===== config.mk =====
export PLATFORM = sky130hd
export DESIGN_NAME = string_to_int64_parser
export DESIGN_NICKNAME = d
export VERILOG_FILES = /design/src/sv/s2i64_pkg.sv /design/src/sv/string_to_int64_parser.sv
export SDC_FILE = /design/constraint.sdc
export NUM_CORES = 2
export LEC_CHECK = 0
export BUFFER_PORTS_ARGS = -buffer_cell sky130_fd_sc_hd__buf_2
export CORE_ASPECT_RATIO = 2
export CORE_MARGIN = 3
export CORE_UTILIZATION = 30
export DETAILED_ROUTE_END_ITERATION = 8
export GPL_ROUTABILITY_DRIVEN = 0
export PLACE_DENSITY = 0.53
export SLEW_MARGIN = 20
export SYNTH_ARGS = -nofsm -noshare
export SYNTH_HDL_FRONTEND = slang
export SYNTH_SLANG_ARGS = --single-unit

===== constraint.sdc =====
create_clock -name aclk -period 29.8 [get_ports aclk]
set_input_delay 0 -clock aclk [delete_from_list [all_inputs] [get_ports aclk]]
set_output_delay 0 -clock aclk [all_outputs]
set_load 0.03 [all_outputs]

===== src/sv/s2i64_pkg.sv =====
// Shared types and constants for the string to int64 parser.
// No dependencies; imported by string_to_int64_parser, s2i64_checker and the testbench.
package s2i64_pkg;

    typedef enum logic [5:0] {
        PH_IDLE   = 6'b000001,
        PH_SPACE  = 6'b000010,
        PH_START  = 6'b000100,
        PH_ZERO   = 6'b001000,
        PH_XSEEN  = 6'b010000,
        PH_DIGITS = 6'b100000
    } phase_t;

    typedef logic [1:0] status_t;

    localparam status_t ST_OK        = 2'd0;
    localparam status_t ST_NO_DIGITS = 2'd1;
    localparam status_t ST_RANGE     = 2'd2;
    localparam status_t ST_BAD_RADIX = 2'd3;

    localparam logic [7:0] CH_ZERO  = 8'h30;
    localparam logic [7:0] CH_NINE  = 8'h39;
    localparam logic [7:0] CH_LA    = 8'h61;
    localparam logic [7:0] CH_LZ    = 8'h7A;
    localparam logic [7:0] CH_UA    = 8'h41;
    localparam logic [7:0] CH_UZ    = 8'h5A;
    localparam logic [7:0] CH_LX    = 8'h78;
    localparam logic [7:0] CH_UX    = 8'h58;
    localparam logic [7:0] CH_MINUS = 8'h2D;
    localparam logic [7:0] CH_PLUS  = 8'h2B;
    localparam logic [7:0] CH_SPACE = 8'h20;
    localparam logic [7:0] CH_TAB   = 8'h09;
    localparam logic [7:0] CH_CR    = 8'h0D;

    localparam logic [5:0] RADIX_AUTO = 6'd0;
    localparam logic [5:0] RADIX_ONE  = 6'd1;
    localparam logic [5:0] RADIX_OCT  = 6'd8;
    localparam logic [5:0] RADIX_DEC  = 6'd10;
    localparam logic [5:0] RADIX_HEX  = 6'd16;
    localparam logic [5:0] RADIX_MAX  = 6'd36;
    localparam logic [5:0] NOT_DIGIT  = 6'd36;

    localparam logic [63:0] INT64_MAX_U = 64'h7FFF_FFFF_FFFF_FFFF;
    localparam logic [63:0] INT64_MIN_U = 64'h8000_0000_0000_0000;
    localparam logic [15:0] OFFSET_CAP  = 16'hFFFF;

endpackage


===== src/sv/string_to_int64_parser.sv =====
// strtoll-style parser: one character per transaction into a signed 64-bit value.
// Depends on s2i64_pkg (phase encoding, status codes, character constants).
//
//  channel | dir | tdata                            | tuser
//  s_      | in  | [7:0] ch                         | [0] first, [6:1] radix
//  m_      | out | [63:0] value, [79:64] end_offset | [1:0] status
//
// One transaction per cycle on the input while s_tready is high; each character
// is handled in the cycle it is accepted (one 64x6 multiply-add and compare into
// the state registers), and its result, if any, is registered in the output stage.
// Reset clears the parse state and both output stages.
// A two-entry output stage (output register plus skid) keeps s_tready high
// while a single result waits; s_tready drops only when both entries are full.
module string_to_int64_parser #(
    parameter int OFFSET_BITS = 16
) (
    input  logic        aclk,
    input  logic        aresetn,
    input  logic        s_tvalid,
    output logic        s_tready,
    input  logic [7:0]  s_tdata,   // [7:0] ch
    input  logic [6:0]  s_tuser,   // [0] first, [6:1] radix
    output logic        m_tvalid,
    input  logic        m_tready,
    output logic [79:0] m_tdata,   // [63:0] value, [79:64] end_offset
    output logic [1:0]  m_tuser    // [1:0] status
);
    import s2i64_pkg::*;

    typedef logic [OFFSET_BITS-1:0] pos_t;

    function automatic logic [5:0] digit_of(input logic [7:0] c);
        logic [5:0] d;
        d = NOT_DIGIT;
        if (c >= CH_ZERO && c <= CH_NINE) d = 6'(c - CH_ZERO);
        else if (c >= CH_LA && c <= CH_LZ) d = 6'(c - CH_LA) + RADIX_DEC;
        else if (c >= CH_UA && c <= CH_UZ) d = 6'(c - CH_UA) + RADIX_DEC;
        return d;
    endfunction

    function automatic logic [15:0] sat_offset(input logic [63:0] p);
        return (p > 64'(OFFSET_CAP)) ? OFFSET_CAP : p[15:0];
    endfunction

    phase_t      phase_reg, phase_next;
    logic        neg_reg, neg_next;
    logic [5:0]  rad_reg, rad_next;
    logic [63:0] acc_reg, acc_next;
    logic        ovf_reg, ovf_next;
    logic        any_reg, any_next;
    pos_t        pos_reg, pos_next;

    logic        out_valid_reg, skid_valid_reg;
    logic [63:0] out_value_reg, skid_value_reg;
    logic [15:0] out_off_reg, skid_off_reg;
    status_t     out_st_reg, skid_st_reg;

    logic        accept;
    logic [7:0]  ch;
    logic        first;
    logic [5:0]  radix_in;
    logic [5:0]  dig;
    logic [69:0] mac;

    logic        res_valid;
    logic [63:0] res_value;
    logic [15:0] res_off;
    status_t     res_st;

    logic        bad, idle, start_path, take, from_acc, is_space;
    logic [63:0] limit;

    assign s_tready = !skid_valid_reg;
    assign accept   = s_tvalid && s_tready;
    assign ch       = s_tdata;
    assign first    = s_tuser[0];
    assign radix_in = s_tuser[6:1];
    assign dig      = digit_of(ch);
    assign mac      = 70'(acc_reg) * 70'(rad_reg) + 70'(dig);
    assign is_space = (ch == CH_SPACE) || (ch >= CH_TAB && ch <= CH_CR);

    always_comb begin
        phase_next = phase_reg;
        neg_next   = neg_reg;
        rad_next   = rad_reg;
        acc_next   = acc_reg;
        ovf_next   = ovf_reg;
        any_next   = any_reg;
        pos_next   = pos_reg;
        res_valid  = 1'b0;
        res_value  = '0;
        res_off    = '0;
        res_st     = ST_OK;
        bad        = 1'b0;
        idle       = 1'b0;
        start_path = 1'b0;
        take       = 1'b0;
        from_acc   = (phase_reg == PH_DIGITS) && !first;
        limit      = '0;
        if (accept) begin
            if (first) begin
                rad_next = radix_in;
                neg_next = 1'b0;
                acc_next = '0;
                ovf_next = 1'b0;
                any_next = 1'b0;
                pos_next = '0;
                if (radix_in == RADIX_ONE || radix_in > RADIX_MAX) begin
                    bad        = 1'b1;
                    res_valid  = 1'b1;
                    res_st     = ST_BAD_RADIX;
                    phase_next = PH_IDLE;
                end else begin
                    phase_next = PH_SPACE;
                end
            end
            if (!bad) begin
                unique case (phase_next)
                    PH_SPACE: begin
                        if (is_space) begin
                        end else if (ch == CH_MINUS) begin
                            neg_next   = 1'b1;
                            phase_next = PH_START;
                        end else if (ch == CH_PLUS) begin
                            phase_next = PH_START;
                        end else begin
                            start_path = 1'b1;
                        end
                    end
                    PH_START: start_path = 1'b1;
                    PH_ZERO: begin
                        if (ch == CH_LX || ch == CH_UX) begin
                            acc_next   = 64'(pos_next);
                            phase_next = PH_XSEEN;
                        end else begin
                            if (rad_next == RADIX_AUTO) rad_next = RADIX_OCT;
                            take = 1'b1;
                        end
                    end
                    PH_XSEEN: begin
                        if (dig < RADIX_HEX) begin
                            rad_next = RADIX_HEX;
                            acc_next = '0;
                            take     = 1'b1;
                        end else begin
                            res_valid  = 1'b1;
                            res_st     = ST_OK;
                            res_off    = sat_offset(acc_next);
                            acc_next   = '0;
                            phase_next = PH_IDLE;
                        end
                    end
                    PH_DIGITS: take = 1'b1;
                    default: begin
                        idle       = 1'b1;
                        phase_next = PH_IDLE;
                    end
                endcase

                if (start_path) begin
                    if (ch == CH_ZERO && (rad_next == RADIX_AUTO || rad_next == RADIX_HEX)) begin
                        any_next   = 1'b1;
                        phase_next = PH_ZERO;
                    end else begin
                        if (rad_next == RADIX_AUTO) rad_next = RADIX_DEC;
                        take = 1'b1;
                    end
                end

                if (take) begin
                    limit = neg_next ? INT64_MIN_U : INT64_MAX_U;
                    if (dig >= rad_next || rad_next < 6'd2) begin
                        res_valid  = 1'b1;
                        phase_next = PH_IDLE;
                        if (!any_next) begin
                            res_st = ST_NO_DIGITS;
                        end else if (ovf_next) begin
                            res_st    = ST_RANGE;
                            res_value = neg_next ? INT64_MIN_U : INT64_MAX_U;
                            res_off   = sat_offset(64'(pos_next));
                        end else begin
                            res_st    = ST_OK;
                            res_value = neg_next ? (64'd0 - acc_next) : acc_next;
                            res_off   = sat_offset(64'(pos_next));
                        end
                    end else begin
                        if (!ovf_next) begin
                            if (from_acc && mac > 70'(limit)) ovf_next = 1'b1;
                            else acc_next = from_acc ? mac[63:0] : 64'(dig);
                        end
                        any_next   = 1'b1;
                        phase_next = PH_DIGITS;
                    end
                end

                if (!idle && pos_next != '1) pos_next = pos_next + pos_t'(1);
            end
        end
    end

    always_ff @(posedge aclk) begin
        if (!aresetn) begin
            phase_reg <= PH_IDLE;
            neg_reg   <= 1'b0;
            rad_reg   <= '0;
            acc_reg   <= '0;
            ovf_reg   <= 1'b0;
            any_reg   <= 1'b0;
            pos_reg   <= '0;
        end else begin
            phase_reg <= phase_next;
            neg_reg   <= neg_next;
            rad_reg   <= rad_next;
            acc_reg   <= acc_next;
            ovf_reg   <= ovf_next;
            any_reg   <= any_next;
            pos_reg   <= pos_next;
        end
    end

    // output register with skid entry behind it
    always_ff @(posedge aclk) begin
        if (!aresetn) begin
            out_valid_reg  <= 1'b0;
            skid_valid_reg <= 1'b0;
        end else if (!out_valid_reg || m_tready) begin
            if (skid_valid_reg) begin
                out_valid_reg  <= 1'b1;
                skid_valid_reg <= 1'b0;
            end else begin
                out_valid_reg <= res_valid;
            end
        end else if (res_valid) begin
            skid_valid_reg <= 1'b1;
        end
    end

    always_ff @(posedge aclk) begin
        if (!out_valid_reg || m_tready) begin
            if (skid_valid_reg) begin
                out_value_reg <= skid_value_reg;
                out_off_reg   <= skid_off_reg;
                out_st_reg    <= skid_st_reg;
            end else begin
                out_value_reg <= res_value;
                out_off_reg   <= res_off;
                out_st_reg    <= res_st;
            end
        end else if (res_valid) begin
            skid_value_reg <= res_value;
            skid_off_reg   <= res_off;
            skid_st_reg    <= res_st;
        end
    end

    assign m_tvalid = out_valid_reg;
    assign m_tdata  = {out_off_reg, out_value_reg};
    assign m_tuser  = out_st_reg;

endmodule


Yosys cells after proc, flatten, opt, wreduce, memory -nomap -nowiden:

Index checks and enable logic that the tools add are counted.

* multiplexer cells: 124
* reduce and logical (&&, ||, !) cells: 25
* order comparisons: 14
* multiply operators: 1
* $add $sub $neg: 8
* equal/unequal tests: 15
* bitwise gates (word level): 2

Operators with widths (number)
* $mux 64: 20
* $mux 16: 13
* $mux 6: 28
* $pmux 64 s2: 1
* $add 70x6->70: 1
* $gt 70x64->1: 1
* $mul 64x6->70: 1
* $gt 64x16->1 const B: 1
* $sub 1x64->64 const A: 1
* $mux 1: 46
* $eq 8x6->1 const B: 4
* $mux 2: 12
* $pmux 6 s4: 1
* $add 16x1->16 const B: 1
* $eq 8x7->1 const B: 2
* $ge 8x7->1 const B: 2
* $le 8x7->1 const B: 2
* $ne 16x16->1 const B: 1
* $add 6x4->6 const B: 2
* $eq 6x5->1 const B: 2
* $eq 6x6->1 const B: 2
* $logic_not 6->1: 2
* $pmux 6 s2: 1
* $sub 6x6->6 const B: 2
* other kinds (22): 40

* output and inout bits: 84
* flip-flop bits (word level): 261
* input bits: 19
* logic and storage cells: 204

Depth between registers and ports, before layout:

* word-level depth: 24
* gate-level depth with buffers: 36
* mapped depth without buffers: 34

Worst setup path before layout:

Ideal clock, no wire load.

* path kind: input to register
* start: input s_tdata[1]
* end: register skid_off_reg[0], enable pin
* data required time: 29.160 ns
* arrival: 9.410 ns
* setup time: 0.640 ns
* cell stages on the path: 20
* path slack: 19.750 ns
* buffers on the path: 1
* cells stage by stage: inv_1 -> ha_1 -> or4b_1 -> a31o_1 -> a2111oi_2 -> a211oi_1 -> or3_1 -> buf_6 -> nand2_1 -> nor2_1 -> ha_1 -> nand2b_1 -> a21oi_1 -> o21ai_0 -> nand3_1 -> nand2_1 -> a31oi_1 -> or2_2 -> nand3_1 -> nor3b_1

* word-level cells in the longest chain between the ends: 24
* elaborated cells between the ends (all ways): 66
* those cells by class: 5 x add/sub; 11 x order compare; 7 x eq/ne; 32 x mux; 11 x reduce/logical

RTL lines
* start: declaration: line string_to_int64_parser.sv:21 `input logic [7:0] s_tdata,`
* $sub 6x1->6 (tied with other cells): line string_to_int64_parser.sv:37 `else if (c >= CH_UA && c <= CH_UZ) d = 6'(c - CH_UA) + RADIX_DEC;`
* $add 6x4->6 / $logic_and 1x1->1 (equally long branches): line string_to_int64_parser.sv:37
* $mux 6: line string_to_int64_parser.sv:37
* $mux 6: line string_to_int64_parser.sv:36 `else if (c >= CH_LA && c <= CH_LZ) d = 6'(c - CH_LA) + RADIX_DEC;`
* $mux 6: line string_to_int64_parser.sv:35 `if (c >= CH_ZERO && c <= CH_NINE) d = 6'(c - CH_ZERO);`
* $lt 6x5->1: line string_to_int64_parser.sv:141 `if (dig < RADIX_HEX) begin`
* $mux 6: line string_to_int64_parser.sv:141
* $pmux 6 s2: line string_to_int64_parser.sv:118 `unique case (phase_next)`
* [... 8 more ...]
* $mux 6: line string_to_int64_parser.sv:100 `if (accept) begin`
* $ge 6x6->1 / $lt 6x2->1 (equally long branches): line string_to_int64_parser.sv:172 `if (dig >= rad_next || rad_next < 6'd2) begin`
* $logic_or 1x1->1: line string_to_int64_parser.sv:172
* $mux 1: line string_to_int64_parser.sv:172
* $mux 1 *: line string_to_int64_parser.sv:170 `if (take) begin`
* $mux 1 *: line string_to_int64_parser.sv:117 `if (!bad) begin`
* $mux 1 *: line string_to_int64_parser.sv:100
* $reduce_and 2->1 (no source line) *
* end signal: assignment: line string_to_int64_parser.sv:251 `skid_off_reg <= res_off;`
* end: declaration: line string_to_int64_parser.sv:55 `logic [15:0] out_off_reg, skid_off_reg;`

Mark *: on every way between the ends. The rest lies on a longest branch, timed or not. The select of a mux whose other input is x is not followed.
A chain may end at the register's enable or synchronous reset.

Worst setup path after layout:

* start: register rad_reg[3]
* end: register acc_reg[19]

* word-level cells in the longest chain between the ends: 20
* elaborated cells between the ends (all ways): 35
* those cells by class: 1 x add/sub; 1 x mul; 3 x order compare; 1 x eq/ne; 23 x mux; 6 x reduce/logical

RTL lines
* start: declaration: line string_to_int64_parser.sv:47 `logic [5:0] rad_reg, rad_next;`
* start signal: assignment: line string_to_int64_parser.sv:213 `rad_reg <= rad_next;`
* branches (longest 18 deep; another with $mul 64x6->70)
* $mux 64 *: line string_to_int64_parser.sv:170
* $mux 64 *: line string_to_int64_parser.sv:117
* end signal: assignment: line string_to_int64_parser.sv:214 `acc_reg <= acc_next;`
* end: declaration: line string_to_int64_parser.sv:48 `logic [63:0] acc_reg, acc_next;`

Mark *: on every way between the ends. The select of a mux whose other input is x is not followed.

==> flow_metrics.py <==
metrics = {
    "run_status": {
        "status": "complete, no violations",
    },
    "die": {
        "initial_core_util_pct": 30.4,
        "die_area_um2": 99600,
        "core_area_um2": 94300,
        "row_count": 159,
        "die_h_um": 443,
        "die_x_um": 225,
        "boundaryPins": 103,
    },
    "global_route": {
        "grt_pass1_wl_mm": 165,
        "overflow": 0,
        "grt.total_usage_pct": 22.0,
        "grt_max_degree": 87,
        "antenna_found_initial": 0,
        "grt_pass1_vias": 26600,
    },
    "pwr": {
        "p_total_uw": 828,
        "p_int_uw": 592,
        "p_seq_share_pct": 48.0,
        "comb_power_share_pct": 10.6,
        "clkPwrFrac_pct": 41.4,
        "powerDensity_nw_per_um2": 26.6,
        "p_switching_uw": 236,
        "switching_share_pct": 28.5,
        "leakage_uw": 0.0143,
        "peakVddDrop_v": 0.0000344,
    },
    "critical_path": {
        "slowest_delay_ns": 0.74,
        "crit_path_max_fanout": 55,
        "crit_type": "reg -> reg",
        "cpMostUsedCell": "nor3_1",
        "crit_path_end_kind": "register",
        "required_ns": 30.35,
        "cp.arrival_ns": 10.41,
        "cp_slowest_cell": "xnor2_1",
        "cp-start-kind": "register",
    },
    "logic_synthesis": {
        "synth_edf_count": 164,
        "syn_inst": 3337,
        "synth_area_um2": 28700,
        "synth_ff_type": "edfxtp_1",
        "yosysWarnings": 0,
        "yosys.cell_types.count": 85,
        "synth_seq_area_share_pct": 23.9,
        "ys_ff_latch": 261,
        "synth.avg_cell_area_um2": 8.60,
        "syn_nets": 3835,
        "ys_async_sr_fraction_pct": 0,
    },
    "sta": {
        "slew_violations": 0,
        "timing.hold.ws_ns": 0.0332,
        "min_period_over_period_pct": 33.1,
        "timing.final.ws_setup_ns": 19.94,
        "tightestPinTransition_ns": 1.07,
        "final_hold_viol_count": 0,
        "rsz0062_at_grt": "no",
        "fmax_mhz": 101,
        "setup_violations": 0,
        "finalCriticalPeriod_ns": 9.86,
        "maxSlewHeadroom_pct": 28.6,
        "clock_skew_ns": 0.0371,
        "fin_tns_setup_ns": 0,
    },
    "routing": {
        "drt_first_pass_iters": 9,
        "routed_wl_mm": 112,
        "drt_iter0_markers": 1743,
        "vias": 25500,
        "antenna_left": 0,
        "drc": 0,
        "vias_per_cell": 5.67,
        "wl_per_cell_um": 24.9,
    },
    "clocking": {
        "cts_resized": 0,
        "cts_max_path_buffers": 3,
        "cts_buffers": 27,
        "clkLatencyLatePin_ns": 0.60,
        "cts_tree": "built",
        "cts_sinks": 261,
        "ctsRootBufferMaster": "clkbuf_16",
        "clkSlewWorstSetupHoldPaths_ns": 0.07,
        "cts_max_level": 1,
    },
    "final_layout": {
        "area_growth_pct": 8.45,
        "nNetsFinal": 3774,
        "nFillCells": 9988,
        "fin_cells": 4502,
        "drive_above_1_share_pct": 6.86,
        "diodes": 0,
    },
    "place": {
        "dpl_worst_slack_ns": 20.23,
        "hpwl_mm": 87.7,
        "dpl.cell_count": 4447,
        "io_buffers": 102,
    },
    "worst_hold_path": {
        "hold_path.class": "in -> reg",
    },
    "job": {
        "maxCapViolations": 0,
    },
}
==> cell families after synthesis <==
family | Yosys count | share of synthesized area [%]
AO/OA/AOI/OAI | 848 | 19.2
XOR/XNOR | 92 | 2.81
adder cells (fa/ha/maj) | 479 | 27.5
buffers and inverters | 510 | 6.77
flip-flops | 261 | 23.9
multiplexers | 21 | 0.750
AND/OR/NAND/NOR | 1126 | 19.1
==> area by class of cell <==
class	instances	area [um2]	area share, %
timing repair buffer	144	883	2.84
multi-input combinational	2566	19900	64.1
clock inverter	18	153	0.491
clock buffer	30	697	2.24
tap	1207	1510	4.85
sequential	261	6890	22.1
inverter	276	1040	3.33
==> layer usage <==
metal	share of wire (%)	wire length [um]	vias to the layer above	track usage (%)
li1	-	-	11500	-
met1	29	32800	12600	18.8
met2	54	60900	992	42.3
met3	4.0	4490	473	2.20
met4	12	13800	0	22.2
met5	0	0	-	0
==> worst max-delay path, delay by kind of cell, from the launching register on <==
kind / cells / cell delay (ns)
AO/OA/AOI/OAI: 7 / 1.87
XOR/XNOR: 1 / 0.74
adder cells (fa/ha/maj): 6 / 2.62
buffers and inverters: 3 / 1.01
flip-flops: 1 / 0.45
AND/OR/NAND/NOR: 13 / 3.05
==> stage by stage <==
stage / util, % / instance area [um2]
floorplan: - / 28700
global placement: 31.9 / 30100
detailed placement: 32.0 / 30200
CTS: 33.0 / 31100
global route: 33.0 / 31100
finish: 33.0 / 31100
==> power by group through the flow <==
stage,clock (uW),sequential (uW),combinational [uW]
floorplan,0,411,47.6
global placement,0,406,85.7
detailed placement,0,406,85.9
CTS,351,398,86.8
global route,363,399,94.0
finish,343,398,87.4
==> final timing paths <==
path	start	to	slack, ns	depth (start not counted)
worst max register to register	rad_reg[3]	acc_reg[19]	19.94	30
worst max-delay path	rad_reg[3]	acc_reg[19]	19.94	30
worst min register to register	any_reg	any_reg	0.50	2
worst min-delay path	s_tuser[2]	rad_reg[1]	0.03	5
==> Yosys cell counts, types with 45 or more instances <==
master | count | share of area (%)
inv_1 | 275 | 3.6
nor3_1 | 61 | 1.1
dfxtp_1 | 97 | 6.8
a21o_1 | 99 | 2.6
ha_1 | 227 | 9.9
o21ai_0 | 157 | 2.7
xnor2_1 | 50 | 1.5
a21oi_1 | 272 | 4.7
edfxtp_1 | 164 | 17
nand4_1 | 60 | 1.3
clkbuf_1 | 209 | 2.7
and2_1 | 176 | 3.8
a31oi_1 | 45 | 0.98
fa_1 | 252 | 18
a22o_1 | 48 | 1.5
nand2_1 | 461 | 6.0
nor2_1 | 151 | 2.0
nand3_1 | 49 | 0.85
==> repair_timing <==
item / CTS / global route
buffers inserted: 0 / 0
hold buffers: 7 / 0
hold endpoints to repair: 20 / 0
==> cells in the final DEF (no fill, tap or decap), types with 9 or more instances in the layout <==
cell / n
dfxtp_1: 90
o31ai_1: 13
clkbuf_16: 27
o21ai_0: 157
o21bai_1: 10
nand2_1: 460
nand3_1: 49
inv_1: 275
xnor2_1: 50
edfxtp_1: 164
a211oi_1: 22
a21o_1: 99
a211o_1: 17
mux2i_1: 17
a21boi_0: 19
a22oi_1: 15
nand4_1: 60
a31oi_1: 45
ha_1: 227
or3_1: 14
a21oi_1: 272
nor3_1: 60
o211ai_1: 22
nor4_1: 31
o2111ai_1: 9
nand2b_1: 15
xor2_1: 42
nor2_1: 151
buf_2: 102
buf_4: 33
fa_1: 252
o21a_1: 16
and2_1: 176
nor2b_1: 33
and3_1: 21
a22o_1: 48
(Power assumes the default switching activity.)
